<file path="src/design/sfes_pkg.sv">
// ----------------------------------------------------------------------------
// sfes_pkg: shared types and constants of the sprite frame event sequencer
// Item formats, item kinds, configuration register indexes and the
// operation codes of the shared timer arithmetic unit.
// ----------------------------------------------------------------------------
package sfes_pkg;

    // Default table depths
    localparam int DEF_MAX_FRAMES = 16;
    localparam int DEF_MAX_EVENTS = 16;

    // Most events fired by one tick
    localparam int EVENTS_PER_TICK = 16;
    localparam int FIRED_W         = $clog2(EVENTS_PER_TICK + 1);

    // Item kinds
    localparam logic [1:0] KIND_TICK       = 2'd0;
    localparam logic [1:0] KIND_LOAD_FRAME = 2'd1;
    localparam logic [1:0] KIND_LOAD_EVENT = 2'd2;
    localparam logic [1:0] KIND_RESTART    = 2'd3;

    // Configuration register indexes
    localparam int         CFG_INDEX_W     = 2;
    localparam logic [1:0] CFG_LOOPING     = 2'd0;
    localparam logic [1:0] CFG_FRAME_COUNT = 2'd1;
    localparam logic [1:0] CFG_EVENT_COUNT = 2'd2;
    localparam logic [1:0] CFG_FRAME_WIDTH = 2'd3;
    localparam int         CFG_DATA_W      = 12;

    // Result kinds
    localparam logic RES_STATUS = 1'b0;
    localparam logic RES_EVENT  = 1'b1;

    // Shared arithmetic unit operations
    typedef enum logic {
        OP_ADD_SAT,
        OP_CMP_GE
    } alu_op_t;

    typedef struct packed {
        logic [1:0]  kind;
        logic [15:0] delta_time;
        logic [3:0]  entry_index;
        logic [31:0] entry_time;
        logic [7:0]  sheet_position;
        logic [7:0]  event_code;
    } cmd_t;

    typedef struct packed {
        logic        result_kind;
        logic [7:0]  fired_event;
        logic [3:0]  frame_index;
        logic [19:0] source_x;
        logic        just_finished;
        logic        finished;
        logic        last;
    } res_t;

endpackage

</file>
<file path="src/design/sprite_frame_event_sequencer.sv">
// ----------------------------------------------------------------------------
// sprite_frame_event_sequencer: timed sprite frame and event sequencer
// Load items fill the frame and event tables, restart items clear the
// playback state, and tick items advance the timers, fire due events and
// step the frame, ending with one status item.
// ----------------------------------------------------------------------------
//
//  channel | direction | handshake              | payload
//  --------+-----------+------------------------+-------------------------
//  cmd     | in        | cmd_valid / cmd_stall  | sfes_pkg::cmd_t
//  res     | out       | res_valid / res_stall  | sfes_pkg::res_t
//  cfg     | in        | cfg_we                 | cfg_index, cfg_data
//
//  Load and restart items complete in the idle state. A tick fires at most 16
//  events and may be held by any output stall. It runs as a sequence of steps,
//  since one shared adder/comparator does both timer adds and every compare
//  and each event waits for the event memory's registered read.
//  cmd_stall is high while a tick is in progress. rst_n clears timers, frame,
//  flags, event pointer and registers; the tables are undefined until loaded.
//  A result waits in the output register while res_stall is high.
// ----------------------------------------------------------------------------
module sprite_frame_event_sequencer #(
    parameter int MAX_FRAMES = sfes_pkg::DEF_MAX_FRAMES,
    parameter int MAX_EVENTS = sfes_pkg::DEF_MAX_EVENTS
) (
    input  logic                             clk,
    input  logic                             rst_n,
    input  logic                             cmd_valid,
    output logic                             cmd_stall,
    input  sfes_pkg::cmd_t                   cmd,
    output logic                             res_valid,
    input  logic                             res_stall,
    output sfes_pkg::res_t                   res,
    input  logic                             cfg_we,
    input  logic [sfes_pkg::CFG_INDEX_W-1:0] cfg_index,
    input  logic [sfes_pkg::CFG_DATA_W-1:0]  cfg_data
);
    import sfes_pkg::*;

    // Widths that follow from the table depths
    localparam int FI_W = (MAX_FRAMES > 1) ? $clog2(MAX_FRAMES) : 1;
    localparam int EI_W = (MAX_EVENTS > 1) ? $clog2(MAX_EVENTS) : 1;
    localparam int NE_W = $clog2(MAX_EVENTS + 1);
    localparam int FC_W = ($clog2(MAX_FRAMES + 1) > 5) ? $clog2(MAX_FRAMES + 1) : 5;
    localparam int EC_W = ($clog2(MAX_EVENTS + 1) > 5) ? $clog2(MAX_EVENTS + 1) : 5;

    typedef enum logic [3:0] {
        S_IDLE,
        S_ADD_FT,
        S_ADD_AT,
        S_EV_CHECK,
        S_EV_EMIT,
        S_EV_WAIT,
        S_FR_CHECK,
        S_FR_WAIT,
        S_STATUS
    } state_t;

    // Configuration registers
    logic        looping_reg;
    logic [4:0]  frame_count_reg;
    logic [4:0]  event_count_reg;
    logic [11:0] frame_width_reg;

    // Sequencer state
    state_t             state_reg,         state_next;
    logic [15:0]        dt_reg,            dt_next;
    logic [FI_W-1:0]    current_frame_reg, current_frame_next;
    logic [31:0]        frame_timer_reg,   frame_timer_next;
    logic [31:0]        anim_timer_reg,    anim_timer_next;
    logic [NE_W-1:0]    next_event_reg,    next_event_next;
    logic               ended_reg,         ended_next;
    logic               just_reg,          just_next;
    logic [FIRED_W-1:0] fired_reg,         fired_next;
    logic               res_valid_reg,     res_valid_next;
    res_t               res_reg,           res_next;

    // Shared unit and table connections
    alu_op_t     alu_op;
    logic [31:0] alu_a;
    logic [31:0] alu_b;
    logic [31:0] alu_res;
    logic        alu_ge;

    logic        cmd_accept;
    logic        frame_we;
    logic        event_we;
    logic [31:0] frame_duration;
    logic [7:0]  frame_position;
    logic [31:0] event_time;
    logic [7:0]  event_id;

    logic [FC_W-1:0] fc_ext;
    logic [FC_W-1:0] fcount;
    logic [FC_W-1:0] cf_plus;
    logic [EC_W-1:0] ec_ext;
    logic [EC_W-1:0] ecount;
    logic            out_free;
    logic [19:0]     product;

    assign cmd_accept = cmd_valid && !cmd_stall;
    assign cmd_stall  = (state_reg != S_IDLE);

    // Load writes land at the accepting edge; slots beyond the depth drop
    assign frame_we = cmd_accept && (cmd.kind == KIND_LOAD_FRAME)
                      && (int'(cmd.entry_index) < MAX_FRAMES);
    assign event_we = cmd_accept && (cmd.kind == KIND_LOAD_EVENT)
                      && (int'(cmd.entry_index) < MAX_EVENTS);

    // Clamp the counts to the table depths; a frame count of zero acts as one
    assign fc_ext  = FC_W'(frame_count_reg);
    assign fcount  = (fc_ext == '0) ? FC_W'(1)
                   : ((fc_ext > FC_W'(MAX_FRAMES)) ? FC_W'(MAX_FRAMES) : fc_ext);
    assign cf_plus = FC_W'(current_frame_reg) + FC_W'(1);
    assign ec_ext  = EC_W'(event_count_reg);
    assign ecount  = (ec_ext > EC_W'(MAX_EVENTS)) ? EC_W'(MAX_EVENTS) : ec_ext;

    // The output register can take a new item when empty or being drained
    assign out_free = !res_valid_reg || !res_stall;

    // Source offset of the current frame: sheet column times frame width
    assign product = 20'(frame_position) * 20'(frame_width_reg);

    sfes_alu u_alu (
        .op  (alu_op),
        .a   (alu_a),
        .b   (alu_b),
        .res (alu_res),
        .ge  (alu_ge)
    );

    sfes_tables #(
        .MAX_FRAMES (MAX_FRAMES),
        .MAX_EVENTS (MAX_EVENTS),
        .FI_W       (FI_W),
        .EI_W       (EI_W)
    ) u_tables (
        .clk            (clk),
        .wr_item        (cmd),
        .frame_we       (frame_we),
        .event_we       (event_we),
        .frame_raddr    (current_frame_reg),
        .event_raddr    (next_event_reg[EI_W-1:0]),
        .frame_duration (frame_duration),
        .frame_position (frame_position),
        .event_time     (event_time),
        .event_id       (event_id)
    );

    // Feed the shared unit according to the sequencer step
    always_comb
    begin
        alu_op = OP_ADD_SAT;
        alu_a  = frame_timer_reg;
        alu_b  = {16'd0, dt_reg};
        case (state_reg)
            S_ADD_FT:
            begin
                alu_op = OP_ADD_SAT;
                alu_a  = frame_timer_reg;
                alu_b  = {16'd0, dt_reg};
            end
            S_ADD_AT:
            begin
                alu_op = OP_ADD_SAT;
                alu_a  = anim_timer_reg;
                alu_b  = {16'd0, dt_reg};
            end
            S_EV_CHECK:
            begin
                alu_op = OP_CMP_GE;
                alu_a  = anim_timer_reg;
                alu_b  = event_time;
            end
            S_FR_CHECK:
            begin
                alu_op = OP_CMP_GE;
                alu_a  = frame_timer_reg;
                alu_b  = frame_duration;
            end
            default:
            begin
                alu_op = OP_ADD_SAT;
            end
        endcase
    end

    // Sequencer next state
    always_comb
    begin
        state_next         = state_reg;
        dt_next            = dt_reg;
        current_frame_next = current_frame_reg;
        frame_timer_next   = frame_timer_reg;
        anim_timer_next    = anim_timer_reg;
        next_event_next    = next_event_reg;
        ended_next         = ended_reg;
        just_next          = just_reg;
        fired_next         = fired_reg;
        res_valid_next     = res_valid_reg && res_stall;
        res_next           = res_reg;

        case (state_reg)
            S_IDLE:
            begin
                if (cmd_accept)
                begin
                    case (cmd.kind)
                        KIND_TICK:
                        begin
                            dt_next    = cmd.delta_time;
                            state_next = S_ADD_FT;
                        end
                        KIND_RESTART:
                        begin
                            current_frame_next = '0;
                            frame_timer_next   = '0;
                            anim_timer_next    = '0;
                            next_event_next    = '0;
                            ended_next         = 1'b0;
                        end
                        default:
                        begin
                            // loads are written straight into the tables
                        end
                    endcase
                end
            end

            S_ADD_FT:
            begin
                frame_timer_next = alu_res;
                state_next       = S_ADD_AT;
            end

            S_ADD_AT:
            begin
                anim_timer_next = alu_res;
                fired_next      = '0;
                just_next       = 1'b0;
                state_next      = S_EV_CHECK;
            end

            // Fire events in table order up to the event count or 16; stop at the first not yet due
            S_EV_CHECK:
            begin
                if ((fired_reg < FIRED_W'(EVENTS_PER_TICK))
                    && (EC_W'(next_event_reg) < ecount) && alu_ge)
                begin
                    state_next = S_EV_EMIT;
                end
                else
                begin
                    state_next = S_FR_CHECK;
                end
            end

            S_EV_EMIT:
            begin
                if (out_free)
                begin
                    res_valid_next       = 1'b1;
                    res_next             = '0;
                    res_next.result_kind = RES_EVENT;
                    res_next.fired_event = event_id;
                    next_event_next      = next_event_reg + NE_W'(1);
                    fired_next           = fired_reg + FIRED_W'(1);
                    state_next           = S_EV_WAIT;
                end
            end

            // Wait here for the event memory to read the new slot
            S_EV_WAIT:
            begin
                state_next = S_EV_CHECK;
            end

            // Advance the frame when its duration has expired; after the last frame loop back or end
            S_FR_CHECK:
            begin
                if (alu_ge)
                begin
                    if (cf_plus < fcount)
                    begin
                        frame_timer_next   = '0;
                        current_frame_next = current_frame_reg + FI_W'(1);
                    end
                    else
                    begin
                        just_next = !ended_reg;
                        if (looping_reg)
                        begin
                            frame_timer_next   = '0;
                            current_frame_next = '0;
                        end
                        else
                        begin
                            ended_next = 1'b1;
                        end
                    end
                end
                state_next = S_FR_WAIT;
            end

            // Wait here for the frame memory to read the new frame
            S_FR_WAIT:
            begin
                state_next = S_STATUS;
            end

            S_STATUS:
            begin
                if (out_free)
                begin
                    res_valid_next         = 1'b1;
                    res_next               = '0;
                    res_next.result_kind   = RES_STATUS;
                    res_next.frame_index   = 4'(current_frame_reg);
                    res_next.source_x      = product;
                    res_next.just_finished = just_reg;
                    res_next.finished      = ended_reg;
                    res_next.last          = 1'b1;
                    state_next             = S_IDLE;
                end
            end

            default:
            begin
                state_next = S_IDLE;
            end
        endcase
    end

    // Sequencer state and output register
    always_ff @(posedge clk or negedge rst_n)
    begin
        if (!rst_n)
        begin
            state_reg         <= S_IDLE;
            dt_reg            <= '0;
            current_frame_reg <= '0;
            frame_timer_reg   <= '0;
            anim_timer_reg    <= '0;
            next_event_reg    <= '0;
            ended_reg         <= 1'b0;
            just_reg          <= 1'b0;
            fired_reg         <= '0;
            res_valid_reg     <= 1'b0;
            res_reg           <= '0;
        end
        else
        begin
            state_reg         <= state_next;
            dt_reg            <= dt_next;
            current_frame_reg <= current_frame_next;
            frame_timer_reg   <= frame_timer_next;
            anim_timer_reg    <= anim_timer_next;
            next_event_reg    <= next_event_next;
            ended_reg         <= ended_next;
            just_reg          <= just_next;
            fired_reg         <= fired_next;
            res_valid_reg     <= res_valid_next;
            res_reg           <= res_next;
        end
    end

    // Configuration registers
    always_ff @(posedge clk or negedge rst_n)
    begin
        if (!rst_n)
        begin
            looping_reg     <= 1'b0;
            frame_count_reg <= 5'd1;
            event_count_reg <= 5'd0;
            frame_width_reg <= 12'd0;
        end
        else if (cfg_we)
        begin
            case (cfg_index)
                CFG_LOOPING:     looping_reg     <= cfg_data[0];
                CFG_FRAME_COUNT: frame_count_reg <= cfg_data[4:0];
                CFG_EVENT_COUNT: event_count_reg <= cfg_data[4:0];
                CFG_FRAME_WIDTH: frame_width_reg <= cfg_data[11:0];
                default:
                begin
                end
            endcase
        end
    end

    assign res_valid = res_valid_reg;
    assign res       = res_reg;

endmodule

</file>
<file path="src/design/sfes_alu.sv">
// ----------------------------------------------------------------------------
// sfes_alu: shared 32-bit timer arithmetic unit
// One adder serves both the saturating timer add and the >= compare
// (a + ~b + 1, carry out set when a >= b).
// ----------------------------------------------------------------------------
module sfes_alu (
    input  sfes_pkg::alu_op_t op,
    input  logic [31:0]       a,
    input  logic [31:0]       b,
    output logic [31:0]       res,
    output logic              ge
);
    import sfes_pkg::*;

    logic [31:0] b_op;
    logic [32:0] sum;

    assign b_op = (op == OP_CMP_GE) ? ~b : b;
    assign sum  = {1'b0, a} + {1'b0, b_op} + {32'd0, (op == OP_CMP_GE)};

    // saturate on carry out of the add
    assign res = ((op == OP_ADD_SAT) && sum[32]) ? 32'hFFFF_FFFF : sum[31:0];
    assign ge  = sum[32];

endmodule

</file>
<file path="src/design/sfes_tables.sv">
// ----------------------------------------------------------------------------
// sfes_tables: frame and event table memories
// Frame memory holds duration and sheet column, event memory holds fire
// time and event id. One write and one registered read port each.
// ----------------------------------------------------------------------------
module sfes_tables #(
    parameter int MAX_FRAMES = 16,
    parameter int MAX_EVENTS = 16,
    parameter int FI_W       = 4,
    parameter int EI_W       = 4
) (
    input  logic              clk,
    input  sfes_pkg::cmd_t    wr_item,
    input  logic              frame_we,
    input  logic              event_we,
    input  logic [FI_W-1:0]   frame_raddr,
    input  logic [EI_W-1:0]   event_raddr,
    output logic [31:0]       frame_duration,
    output logic [7:0]        frame_position,
    output logic [31:0]       event_time,
    output logic [7:0]        event_id
);
    import sfes_pkg::*;

    logic [39:0] frame_mem [MAX_FRAMES];
    logic [39:0] event_mem [MAX_EVENTS];
    logic [39:0] frame_rd_reg;
    logic [39:0] event_rd_reg;

    always_ff @(posedge clk)
    begin
        if (frame_we)
        begin
            frame_mem[FI_W'(wr_item.entry_index)] <= {wr_item.entry_time,
                                                     wr_item.sheet_position};
        end
        frame_rd_reg <= frame_mem[frame_raddr];
    end

    always_ff @(posedge clk)
    begin
        if (event_we)
        begin
            event_mem[EI_W'(wr_item.entry_index)] <= {wr_item.entry_time,
                                                     wr_item.event_code};
        end
        event_rd_reg <= event_mem[event_raddr];
    end

    assign frame_duration = frame_rd_reg[39:8];
    assign frame_position = frame_rd_reg[7:0];
    assign event_time     = event_rd_reg[39:8];
    assign event_id       = event_rd_reg[7:0];

endmodule
</file>
<file path="config.mk">
export PLATFORM = sky130hd
export DESIGN_NAME = sprite_frame_event_sequencer
export DESIGN_NICKNAME = d
export VERILOG_FILES = /design/src/design/sfes_pkg.sv /design/src/design/sprite_frame_event_sequencer.sv /design/src/design/sfes_alu.sv /design/src/design/sfes_tables.sv
export SDC_FILE = /design/constraint.sdc
export NUM_CORES = 2
export LEC_CHECK = 0
export ABC_AREA = 1
export BUFFER_PORTS_ARGS = -buffer_cell sky130_fd_sc_hd__buf_2
export CAP_MARGIN = 20
export CORE_MARGIN = 8
export CORE_UTILIZATION = 45
export DETAILED_ROUTE_END_ITERATION = 10
export GPL_TIMING_DRIVEN = 0
export HOLD_SLACK_MARGIN = 0.08
export SETUP_SLACK_MARGIN = 0.15
export SLEW_MARGIN = 30
export SYNTH_ARGS = -nofsm -noshare
export SYNTH_HDL_FRONTEND = slang
export SYNTH_SLANG_ARGS = --single-unit
</file>
<file path="constraint.sdc">
create_clock -name clk -period 13.6 [get_ports clk]
set_input_delay 0.68 -clock clk [delete_from_list [all_inputs] [get_ports clk]]
set_output_delay 0.68 -clock clk [all_outputs]
set_load 0.1 [all_outputs]
</file>
### Word level (Yosys, flattened, before mapping)

Memories as Yosys holds them, arrays and structs flattened. A register that Yosys moved wholly into a read port is not among the register bits.
Index checks and enable logic that the tools add are counted.

* bitwise gates (word level): 2
* multipliers: 1
* $add $sub $neg: 6
* multiplexer cells: 51
* reduce and logical (&&, ||, !) cells: 42
* magnitude comparators: 5
* equality and inequality tests: 23

Operators with widths (number)
* 2-to-1 mux 32 bit: 8
* one-hot mux 32 bit (2 select lines): 2
* one-hot mux 32 bit (3 select lines): 1
* 2-to-1 mux 36 bit: 2
* one-hot mux 36 bit (2 select lines): 1
* 2-to-1 mux 4 bit: 9
* 2-to-1 mux 5 bit: 7
* adder 32 x 32 -> 33 bit: 1
* adder 33 x 1 -> 33 bit: 1
* NOT 32 bit: 1
* one-hot mux 4 bit (8 select lines): 1
* multiplier 8 x 12 -> 20 bit: 1
* one-hot mux 5 bit (2 select lines): 2
* equality test 4 x 3 -> 1 bit, second input constant: 4
* 2-to-1 mux 1 bit: 14
* AND reduction 3 bit: 4
* nonzero test 2 bit: 6
* adder 5 x 1 -> 5 bit, second input constant: 2
* greater-than comparator 5 bit, second input constant: 2
* less-than comparator 5 bit: 2
* inequality test 2 bit, second input constant: 5
* AND reduction 2 bit: 5
* AND reduction 5 bit: 2
* equality test 2 bit, second input constant: 4
* other kinds (24): 43

* bits in registers: 160
* word-level logic and storage cells: 153
* output and inout bits: 38
* memories kept: 2
* bits in writable memories: 1280
* bits of input ports: 89

Memory list
* u_tables.event_mem: depth 16, width 40, read ports 1, clocked after Yosys merged registers in 1, wr ports 1, line sfes_tables.sv:26 `logic [39:0] event_mem [MAX_EVENTS];`
* u_tables.frame_mem: depth 16, width 40, read ports 1, clocked after Yosys merged registers in 1, wr ports 1, line sfes_tables.sv:25 `logic [39:0] frame_mem [MAX_FRAMES];`

### Longest topological paths before layout

* word-level depth: 9
* gate-level depth with buffers: 22
* gate-level depth less buffers: 21

### By module

From an unflattened synthesis, not the netlist that was laid out.

* cell total of the unflattened synthesis: 7218
* area, all modules: 70355.0 um^2

Modules (own cells, without submodules)
* sfes_tables: cells an instance 5293, area an instance 56723.2 um^2, sequential area each 40038.4 um^2, times used 1
* sprite_frame_event_sequencer: cells an instance 1390, area an instance 10780.3 um^2, sequential area each 4005.1 um^2, times used 1
* sfes_alu: cells an instance 535, area an instance 2851.5 um^2, sequential area each 0.0 um^2, times used 1

### Least setup slack after synthesis

OpenSTA, ideal clock, no wires.

* path kind: flip-flop to flip-flop
* start point: reg u_tables.frame_rd_reg[2], read port of u_tables.frame_mem
* end point: reg res_reg (netlist bit res[17])
* clock period less this slack: 4.310 ns
* data arrival time: 4.181 ns
* slack: 9.290 ns
* stages on the path, launching flop included: 20
* data required time: 13.471 ns
* library setup time: 0.129 ns
* path buffers: 1
* cell sequence: dfxtp_1 > clkbuf_1 > nand2_1 > fa_1 > fa_1 > inv_1 > fa_1 > inv_1 > fa_1 > inv_1 > ha_1 > inv_1 > o21ai_0 > a21oi_1 > o21ai_0 > a21oi_1 > o21ai_0 > nand2_1 > nand2_1 > o21ai_0

* cells in the longest elaborated chain, start to end: 3

Ends and longest elaborated chain
* start, declared: line sfes_tables.sv:27 `logic [39:0] frame_rd_reg;`
* multiplier 8 x 12 -> 20 bit: line sprite_frame_event_sequencer.sv:122 `assign product = 20'(frame_position) * 20'(frame_width_reg);`
* 2-to-1 mux 36 bit: line sprite_frame_event_sequencer.sv:313 `if (out_free)`
* one-hot mux 36 bit (2 select lines): line sprite_frame_event_sequencer.sv:203 `case (state_reg)`
* end signal, assigned: line sprite_frame_event_sequencer.sv:363 `res_reg <= res_next;`
* end, declared: line sprite_frame_event_sequencer.sv:76 `res_t res_reg, res_next;`

No other way between the ends. The select of a mux whose other input is x is not followed.
A chain may end at the register's enable or synchronous reset.

### Worst setup path in the final report

* start point: reg state_reg[1]
* end point: reg anim_timer_reg[16]

* cells in the longest elaborated chain, start to end: 9
* elaborated cells on any way between the ends: 24
* those cells by class: 2 x add/sub; 5 x eq/ne; 6 x mux; 2 x bitwise; 9 x reduce/logical

Ends and longest elaborated chain
* start, declared: line sprite_frame_event_sequencer.sv:66 `state_t state_reg, state_next;`
* start signal, assigned: line sprite_frame_event_sequencer.sv:353 `state_reg <= state_next;`
* equality test 4 x 3 -> 1 bit / equality test 4 x 2 -> 1 bit (equally long branches): line sprite_frame_event_sequencer.sv:156 `case (state_reg)`
* one-hot mux 32 bit (2 select lines) / OR reduction 2 bit (equally long branches)
* NOT 32 bit / 2-to-1 mux 1 bit (equally long branches): line sfes_alu.sv:18, sprite_frame_event_sequencer.sv:156
* 2-to-1 mux 32 bit: line sfes_alu.sv:18 `assign b_op = (op == OP_CMP_GE) ? ~b : b;`
* adder 32 x 32 -> 33 bit: line sfes_alu.sv:19 `assign sum = {1'b0, a} + {1'b0, b_op} + {32'd0, (op == OP_CMP_GE)};`
* adder 33 x 1 -> 33 bit: line sfes_alu.sv:19
* logical AND 1 bit: line sfes_alu.sv:22 `assign res = ((op == OP_ADD_SAT) && sum[32]) ? 32'hFFFF_FFFF : sum[31:0];`
* 2-to-1 mux 32 bit: line sfes_alu.sv:22
* one-hot mux 32 bit (2 select lines): line sprite_frame_event_sequencer.sv:203
* end signal, assigned: line sprite_frame_event_sequencer.sv:357 `anim_timer_reg <= anim_timer_next;`
* end, declared: line sprite_frame_event_sequencer.sv:70 `logic [31:0] anim_timer_reg, anim_timer_next;`

Parallel ways exist; a longest one is shown, timed or not.

==> run metrics <==
routing usage on met1 35.53%; DR vias 43.62k; Post-layout nets 5,707; clock transition at the registers of the reported paths 0.06 ns; Largest regs u_tables.event_mem: 640 flops, u_tables.frame_mem: 640 flops; gr ovfl total 0; via count of the first global-routing pass 42.08k; site row count 138; drt total wl 199,200 um; Critical Path RT 14.26 ns; Worst Hold Class input port to flop; Syn Inst Count 5,107; area share of the largest cell type after synthesis 60.50%; DRT iter0 DRCs 5,464; met2 Track Usage GR 38.86%; crit-path max FO 10; vias per cell 5.811; CTS Sinks 1,520; HPWL Detailed 137,300 um; first-pass GRT wire length 286,600 um; placeable core region 0.1409 mm^2; Sequential Power Share 33.5%; clock skew 0.03764 ns; Synth Flop Type edfxtp_1; Int Pwr 0.009724 W; R2R Setup Slk 8.48 ns; Worst path slowest cell a221oi_2; number of synthesized register bits 1,520; Critical Path Source Type flop; Mapped Avg Cell Area 12.44 um^2; worst vdd ir 0.0002713 V; Max Slew Vio Count 0; die width 391.7 um; Tcrit/Tclk final 37.64%; clock latency on the worst-skew pair 0.81 ns; setup bufs post-CTS 0; Antenna Nets Post-Route 0; io pins 127; crit path kind flop to flop; synthesized cell area 0.06353 mm^2; Die H 391.7 um; Critical Path Most Common Cell nand2_1; final core utilization 52.49%; Slew @ Worst Pin 1.081 ns; Gate power share 40.8%; DRC violations left 0; total die area 0.1535 mm^2; Peak Freq 0.1954 GHz; Overall Global Routing Usage 25.39%; syn_nets 5,339; WL per Instance 26.54 um; fin crit period 5.119 ns; post-synthesis sequential area ratio 69.33%; Slew HR 27.91%; TritonCTS clock tree yes; GR Layer Usage met3 6.198%; CP cell instances nand2_1 > clkinv_1 > nand2_1 > inv_1 > clkbuf_1 > a221oi_2 > ha_1 > nand2_1 > nand2_1 > a21oi_1 > nand2_1 > a21o_1 > nand2_1 > nand2_1 > nand2_1 > nand2_1 > nand2_2 > buf_2 > nand3_1 > nand2_1 > o21ai_0; fillcell total 11.96k; Fin. Hold Viols 0; crit path DAT 5.78 ns; biggest cell delay along the critical path 1.04 ns; Synth area leader edfxtp_1; Setup crit end kind flop; switching pwr 0.006777 W; CP Buf/Inv Count 4; H-tree Lvls 4; PortBufs 126; FFs w/ async S/R, synth 10.53%; Yosys Warn Count 0; clock power share 25.7%; Setup Total Neg Slack 0 ns; max_cap viols 0; Starting Density 45.09%; CTS root buf clkbuf_16; layout cells sized above 1 10.44%; Post-synth EDFFs 1,280; status finished clean; Total Power 0.01650 W; initial antenna violation count 14; Leak 26.39 nW; RSZ-0062 raised after global routing false; Synth cell types 54; maximum root-to-sink buffer count 3; pin count of the biggest net entering global routing 85; busiest grt layer met2; GP Congestion 0.9020; switch share 41.07%; CTS resizes 0; Power Density 223.1 mW/mm^2; total CTS buffers 158; setup violators final 0; largest cells by area after synthesis edfxtp_1 61%, dfrtp_1 6.3%, o21ai_0 4.6%, nor2_1 4.0%, nand2_1 3.7%; drt pass-1 iters 6; area grow syn2layout 16.42%; delay-heaviest family, CP compound AO/OA/AOI/OAI gates
==> synthesized netlist by cell type (5+ instances only) <==
master / number
mux2_2: 32
o221ai_1: 189
buf_1: 12
o21ai_0: 584
nor3_1: 17
or2_2: 5
nand2_1: 631
clkbuf_1: 254
inv_2: 13
xor2_1: 15
nor2_1: 678
nand2_2: 8
a221oi_1: 15
clkinv_1: 5
o21ai_1: 13
o22ai_1: 105
mux2i_1: 124
o211ai_1: 49
nand3_1: 171
dfrtp_1: 159
a21oi_1: 89
o32ai_1: 31
inv_1: 274
o21a_1: 7
nand2_4: 5
a22o_1: 16
buf_2: 35
o21bai_1: 7
edfxtp_1: 1280
dfxtp_1: 80
ha_1: 82
a21o_1: 9
nand4_1: 8
o31ai_1: 7
fa_1: 61
==> cells in the final DEF, fill, tap and decap left out, drive strengths merged, types with 3 or more instances in the layout <==
master and n:
edfxtp 1280, nor2 684, nand2 644, o21ai 598, clkbuf 479, inv 292
buf 250, o221ai 189, nand3 174, dfrtp 159, mux2i 124, o22ai 105
a21oi 89, ha 82, dfxtp 80, fa 61, clkinv 54, o211ai 49
mux2 33, o32ai 31, nor3 18, a22o 16, xor2 15, a221oi 15
diode 10, a21o 9, dlygate4sd3 9, nand4 8, bufinv 8, o21a 7
o21bai 7, o31ai 7, or2 6, a31oi 5, xnor2 4, clkinvlp 4
a21boi 3
==> path summary, 6_finish.rpt <==
path | from | cells past startpoint | endpoint
worst max-delay path | state_reg[1] | 21 | anim_timer_reg[16]
worst min-delay path | cmd[62] | 2 | dt_reg[10]
worst max register to register | state_reg[1] | 21 | anim_timer_reg[16]
worst min register to register | u_tables.event_rd_reg[2] | 1 | res[29]
max in group asynchronous | rst_n | 4 | res[33]
min in group asynchronous | rst_n | 2 | res[21]
==> final cells by class <==
cell class                      count  area [um^2]  share of cell area [%]
Antenna cell                       10        25.02                 0.03384
Buffer                            305         1225                   1.656
Clock buffer                      225         4429                   5.989
Clock inverter                     66        631.9                  0.8543
Inverter                          292         1096                   1.482
Multi-Input combinational cell   2990        17470                   23.62
Sequential cell                  1520        44040                   59.55
Tap cell                         1890         2365                   3.197
Timing Repair Buffer              208         2675                   3.617
==> kinds of logic (layout without fill, tap and decap cells) <==
group | Yosys count | count (layout) | synth area share, %
xor gates and xnor gates | 19 | 19 | 0.2619
muxes | 157 | 157 | 2.539
adders and majority gates | 143 | 143 | 3.537
and+or+nand+nor | 1537 | 1537 | 9.692
DFF | 1520 | 1520 | 69.33
buffers and inverters | 597 | 1096 | 3.632
AOI/OAI and AO/OA | 1134 | 1134 | 11.01
other | 0 | 10 | 0
==> per-layer routing <==
layer / share of wire, % / up-vias
li1: - / 19300
met1: 41 / 21721
met3: 10 / 338
met4: 3.5 / 6
met5: 0.018 / -
met2: 45 / 2253
==> stage by stage <==
step,std cells,hold slack [ns],worst slack (ns),area (um^2)
after global placement,7123,0.4434,7.258,66520
after CTS,7496,0.08048,8.564,73930
after global routing,7499,0.1073,8.257,73940
after floorplan,5107,0.3844,9.290,63530
after detailed placement,7196,0.4437,8.604,68780
final,7506,0.1310,8.481,73960
==> power groups by stage <==
stage | combinational (W) | sequential [W] | clock (W)
final | 0.00673 | 0.00552 | 0.00424
after global routing | 0.00740 | 0.00555 | 0.00446
after CTS | 0.00667 | 0.00552 | 0.00428
after detailed placement | 0.00663 | 0.00561 | 0
after global placement | 0.00654 | 0.00561 | 0
after floorplan | 0.00410 | 0.00584 | 0
==> what timing repair did <==
item                       CTS  global route
hold endpoints to repair   109             0
setup endpoints to repair    0             0
hold buffers                 9             0
No activity file was read; power rests on OpenSTA's default activity.
